`src/rtl/lpht_pkg.sv`:
```
// ----------------------------------------------------------------------------
// lpht_pkg: shared types and constants of the linear probe hash table
// Holds the command, status and slot mark codes, the write enable group and
// the controller state type.
// ----------------------------------------------------------------------------
package lpht_pkg;

	localparam logic [1:0] CMD_SET    = 2'd0;
	localparam logic [1:0] CMD_GET    = 2'd1;
	localparam logic [1:0] CMD_REMOVE = 2'd2;
	localparam logic [1:0] CMD_CLEAR  = 2'd3;

	localparam logic [1:0] ST_OK     = 2'd0;
	localparam logic [1:0] ST_ABSENT = 2'd1;
	localparam logic [1:0] ST_FULL   = 2'd2;

	localparam logic [1:0] MARK_EMPTY = 2'd0;
	localparam logic [1:0] MARK_USED  = 2'd1;
	localparam logic [1:0] MARK_TOMB  = 2'd2;

	localparam logic [31:0] FIB_MUL = 32'd2654435769;
	localparam int COUNT_W = 11;
	localparam int MIN_COMPACT_SLOTS = 16;

	typedef struct packed {
		logic key;
		logic val;
		logic mark;
	} mem_we_t;

	typedef enum logic [4:0] {
		S_INIT, S_IDLE, S_HASH, S_HOME, S_PRD, S_PCHK, S_ACT, S_CLR,
		S_RB_CLR, S_RB_RD, S_RB_CHK, S_RB_HASH, S_RB_HOME, S_RB_PRD,
		S_RB_PCHK, S_RB_WR, S_DONE
	} state_t;

endpackage

```
`src/rtl/lpht_hash.sv`:
```
// ----------------------------------------------------------------------------
// lpht_hash: home slot of a key
// Multiplies the key by the golden-ratio constant and registers the low bits.
// ----------------------------------------------------------------------------
module lpht_hash #(
	parameter int AW = 10
) (
	input  logic          clk,
	input  logic [31:0]   key,
	output logic [AW-1:0] home
);
	logic [31:0] prod;

	assign prod = 32'(key * lpht_pkg::FIB_MUL);

	always_ff @(posedge clk) begin
		home <= prod[AW-1:0];
	end
endmodule

```
`config.mk`:
```
export PLATFORM = sky130hd
export DESIGN_NAME = lpht_hash
export DESIGN_NICKNAME = d
export VERILOG_FILES = /design/src/rtl/lpht_pkg.sv /design/src/rtl/lpht_hash.sv
export SDC_FILE = /design/constraint.sdc
export NUM_CORES = 1
export LEC_CHECK = 0
export BUFFER_PORTS_ARGS = -buffer_cell sky130_fd_sc_hd__buf_4
export CAP_MARGIN = 40
export CORE_MARGIN = 2
export CORE_UTILIZATION = 42
export CTS_BUF_LIST = sky130_fd_sc_hd__clkbuf_2
export DETAILED_ROUTE_END_ITERATION = 7
export PLACE_DENSITY = 0.79
export SLEW_MARGIN = 5
export SYNTH_ARGS = -nofsm -noshare
export SYNTH_HDL_FRONTEND = slang
export SYNTH_SLANG_ARGS = --single-unit
```
`constraint.sdc`:
```
create_clock -name clk -period 3.93 [get_ports clk]
set_input_delay 0.786 -clock clk [delete_from_list [all_inputs] [get_ports clk]]
set_output_delay 0.786 -clock clk [all_outputs]
set_load 0.02 [all_outputs]
```
# [Word level (Yosys, flattened, before mapping)]
# Cells that the tools add are included.
[word_totals] input_bits=33 ff_bits=10
[classes] mul=1
[ops] cell="32-bit by 32-bit multiplier with 10-bit output (second input constant)" n=1

# [Depth between registers and ports, before layout]
[logic_depth] ltp_word=1 ltp_mapped=12 mapped_depth_nobuf=12

# [Worst setup path after synthesis]
# OpenSTA, ideal clock, no wires.
[synth_path] path_type="input-to-reg" startpoint="input port key[0]" endpoint="register home[9]" path_buffers=0 path_slack_ns=0.092 arrival_ns=3.717 stages=12 setup_time_ns=0.121 t_required_ns=3.809 path_cell_list="ha_1 ha_1 inv_1 fa_1 fa_1 fa_1 inv_1 ha_1 a21oi_1 nand2_1 a31oi_1 xnor2_1"
[synth_between] elab_chain_len=1
[synth_lines] item="start: declaration" line_no="lpht_hash.sv:9" source="input logic [31:0] key,"
[synth_lines] item="32-bit by 32-bit multiplier with 10-bit output" line_no="lpht_hash.sv:14" source="assign prod = 32'(key * lpht_pkg::FIB_MUL);"
[synth_lines] item="net prod[9]" line_no="lpht_hash.sv:12" source="logic [31:0] prod;"
[synth_lines] item="end signal: assignment" line_no="lpht_hash.sv:17" source="home <= prod[AW-1:0];"
[synth_lines] item="end: declaration" line_no="lpht_hash.sv:10" source="output logic [AW-1:0] home"
# The timed path passes the listed nets, and every way through them passes these cells.

# [Worst setup path after layout]
# Ends and elaborated chain as after synthesis.

==> flow_summary_export.csv <==
group,metric,value,unit
global_route,grt_pass1_vias,628,
clocking,clock_path_buffers,2,
logic_synthesis,syn_area_per_cell,11.31,sq um
detailed_routing,drtAntennaViolNets,0,
finish,num-fill-cells,169,
finish,design_area,0.001111,sq mm
worst_setup_path,start_kind,"input port",
worst_setup_path,worstPathRequired,4.07,ns
floorplan,ios,43,
floorplan,rows,16,
finish,fin_util,57.22,%
logic_synthesis,ys_seq_area_share,23.29,%
detailed_routing,routed.top_layer,"met4",
finish,nets,170,
detailed_routing,wire_per_inst,10.95,um
floorplan,start_util,44.27,%
floorplan,die_w,49.24,um
global_route,antenna_found_initial,0,
clocking,cts_setup_buffers,0,
detailed_routing,routed_wl,1456,um
sta,slew_violations,0,
worst_setup_path,crit_path_max_fanout,4,
detailed_routing,wl_met3,99,um
clocking,root_buffer,"clkbuf_2",
floorplan,coreArea,0.001942,sq mm
global_route,overflow,0,
finish,largestRegisters,"home (10)",
logic_synthesis,synthCells,76,
place,port_buffers,20,
clocking,cts_resized,0,
logic_synthesis,synth_cell_types,15,
finish,largest_reg_flops,10,
sta,fmax,263.5,MHz
global_route,grtUsageTotal,14.00,%
pwr,power.total,573.4,uW
sta,slew_headroom,83.67,%
run_status,outcome,"completed",
sta,fin_crit,3.794,ns
job,maxCapViolations,0,
detailed_routing,met1_length,526,um
detailed_routing,drt_iter0_drc,7,
worst_setup_path,max_stage_delay,0.51,ns
logic_synthesis,synth.area.top_cells,"ha_1 (32%), dfxtp_1 (23%), fa_1 (16%)",
min_path,hold_class,"input port to register",
clocking,numClockSinks,10,
sta,worst_pin_slew,0.2432,ns
sta,setup_viol,0,
pwr,irDropWorstVdd,0.3049,mV
clocking,cts_tree,"yes",
floorplan,fp.dieH,49.24,um
clocking,cts_hold_buf,0,
clocking,h-tree-depth,1,
pwr,power_density,516.1,mW/mm^2
finish,drive_above_1_share,29.25,%
detailed_routing,via_count,599,
finish,syn_to_final_growth,29.26,%
detailed_routing,wl_met2,812,um
logic_synthesis,synth.net_count,138,
sta,fin_setup_tns,0,ns
logic_synthesis,yosysTopAreaCell,"ha_1",
clocking,cts_buffers,3,
logic_synthesis,synth_top_area_share,32.02,%
global_route,grt_pass1_wl,2553,um
place,gp_congestion,0.7903,
worst_setup_path,path_cells,"buf_4, ha_1, ha_1, inv_1, fa_1, fa_1, fa_1, inv_1, ha_1, a21oi_1, nand2_1, a31oi_1, xnor2_1",
finish,largest_register,"home",
logic_synthesis,yosys_warnings,0,
worst_setup_path,slowest_stage,"fa_1",
place,placed_area,0.001096,sq mm
finish,diodes,0,
sta,finalHoldViolCount,0,
detailed_routing,vias_per_cell,4.504,
floorplan,die-area,0.002425,sq mm
worst_setup_path,endpoint_kind,"register",
sta,final.period_utilization,96.55,%
place,hpwl,1338,um
clocking,cts.clk_slew.worst_paths,0.10,ns
sta,rsz0062_at_grt,"false",
worst_setup_path,setup.worst_path.class,"input port to register",
global_route,grt_max_degree,6,
logic_synthesis,ys_ff_latch,10,
detailed_routing,drc,0,
detailed_routing,drt-pass1-iter-count,2,
worst_setup_path,cp.arrival,3.94,ns
pwr,total_leakage_power,0.5854,nW
logic_synthesis,synth_area,859.6,sq um
==> per-layer routing <==
layer / global-route usage, % / vias to the layer above
met5: 0 / -
met4: 3.333 / 0
met3: 5.521 / 2
met2: 26.13 / 21
met1: 14.40 / 272
li1: - / 304
==> through the flow <==
| step | hold WS (ns) | setup slack, ns | cells |
|---|---|---|---|
| floorplan | 0.8137 | 0.09154 | 76 |
| global placement | 0.9295 | -0.1064 | 130 |
| detailed placement | 0.9332 | -0.1496 | 130 |
| CTS | 0.6586 | 0.1165 | 133 |
| global route | 0.6465 | 0.003397 | 133 |
| finish | 0.6709 | 0.1356 | 133 |
==> power breakdown <==
group,internal (mW),switching (mW)
clock network,0.0208,0.0346
registers,0.136,0.00726
logic,0.197,0.178
total,0.354,0.220
==> cell usage after synthesis <==
master   instances
a21o_1           1
inv_1           14
nand3_1          1
dfxtp_1         10
xnor2_1         10
ha_1            22
nor2_1           1
xnor3_1          1
xnor2_2          1
a31oi_1          1
nor2b_1          1
a21oi_1          3
fa_1             7
nand2_1          1
xor2_1           2
==> worst max-delay path, delay by kind of cell <==
family | cells | cell delay, ns
AO/OA/AOI/OAI | 2 | 0.32
buffers and inverters | 3 | 0.20
adder cells (fa/ha/maj) | 6 | 2.46
AND/OR/NAND/NOR | 1 | 0.07
XOR/XNOR | 1 | 0.09
==> path summary, 6_finish.rpt <==
| kind | start | endpoint | slack, ns | depth (start not counted) |
|---|---|---|---|---|
| hold / removal | key[2] | home[2] | 0.67 | 1 |
| setup / recovery | key[0] | home[9] | 0.14 | 13 |
==> layout by cell type, fill, tap and decap left out <==
cell type	n
buf_4	27
ha_1	22
inv_1	14
xnor2_1	10
dfxtp_1	10
fa_1	7
a21oi_1	3
clkbuf_2	3
xor2_1	2
nor2b_1	1
nand3_1	1
nand2_1	1
a31oi_1	1
xnor2_2	1
xnor3_1	1
a21o_1	1
nor2_1	1
==> kinds of logic (layout without fill, tap and decap cells) <==
kind of cell,count (synthesis),in the layout,share of synthesized area (%)
AO/OA/AOI/OAI,5,5,3.348
flip-flops,10,10,23.29
adder cells (fa/ha/maj),29,29,48.33
AND/OR/NAND/NOR,4,4,2.182
XOR/XNOR,14,14,16.74
buffers and inverters,14,44,6.113
==> layout make-up <==
cell class | instances | area [sq um] | area share (%)
clock buffer | 3 | 15.01 | 1.351
inverter | 14 | 52.55 | 4.730
multi-input combinational | 52 | 606.8 | 54.62
sequential | 10 | 200.2 | 18.02
tap | 27 | 33.78 | 3.041
timing repair buffer | 27 | 202.7 | 18.24
(Power assumes the default switching activity.)
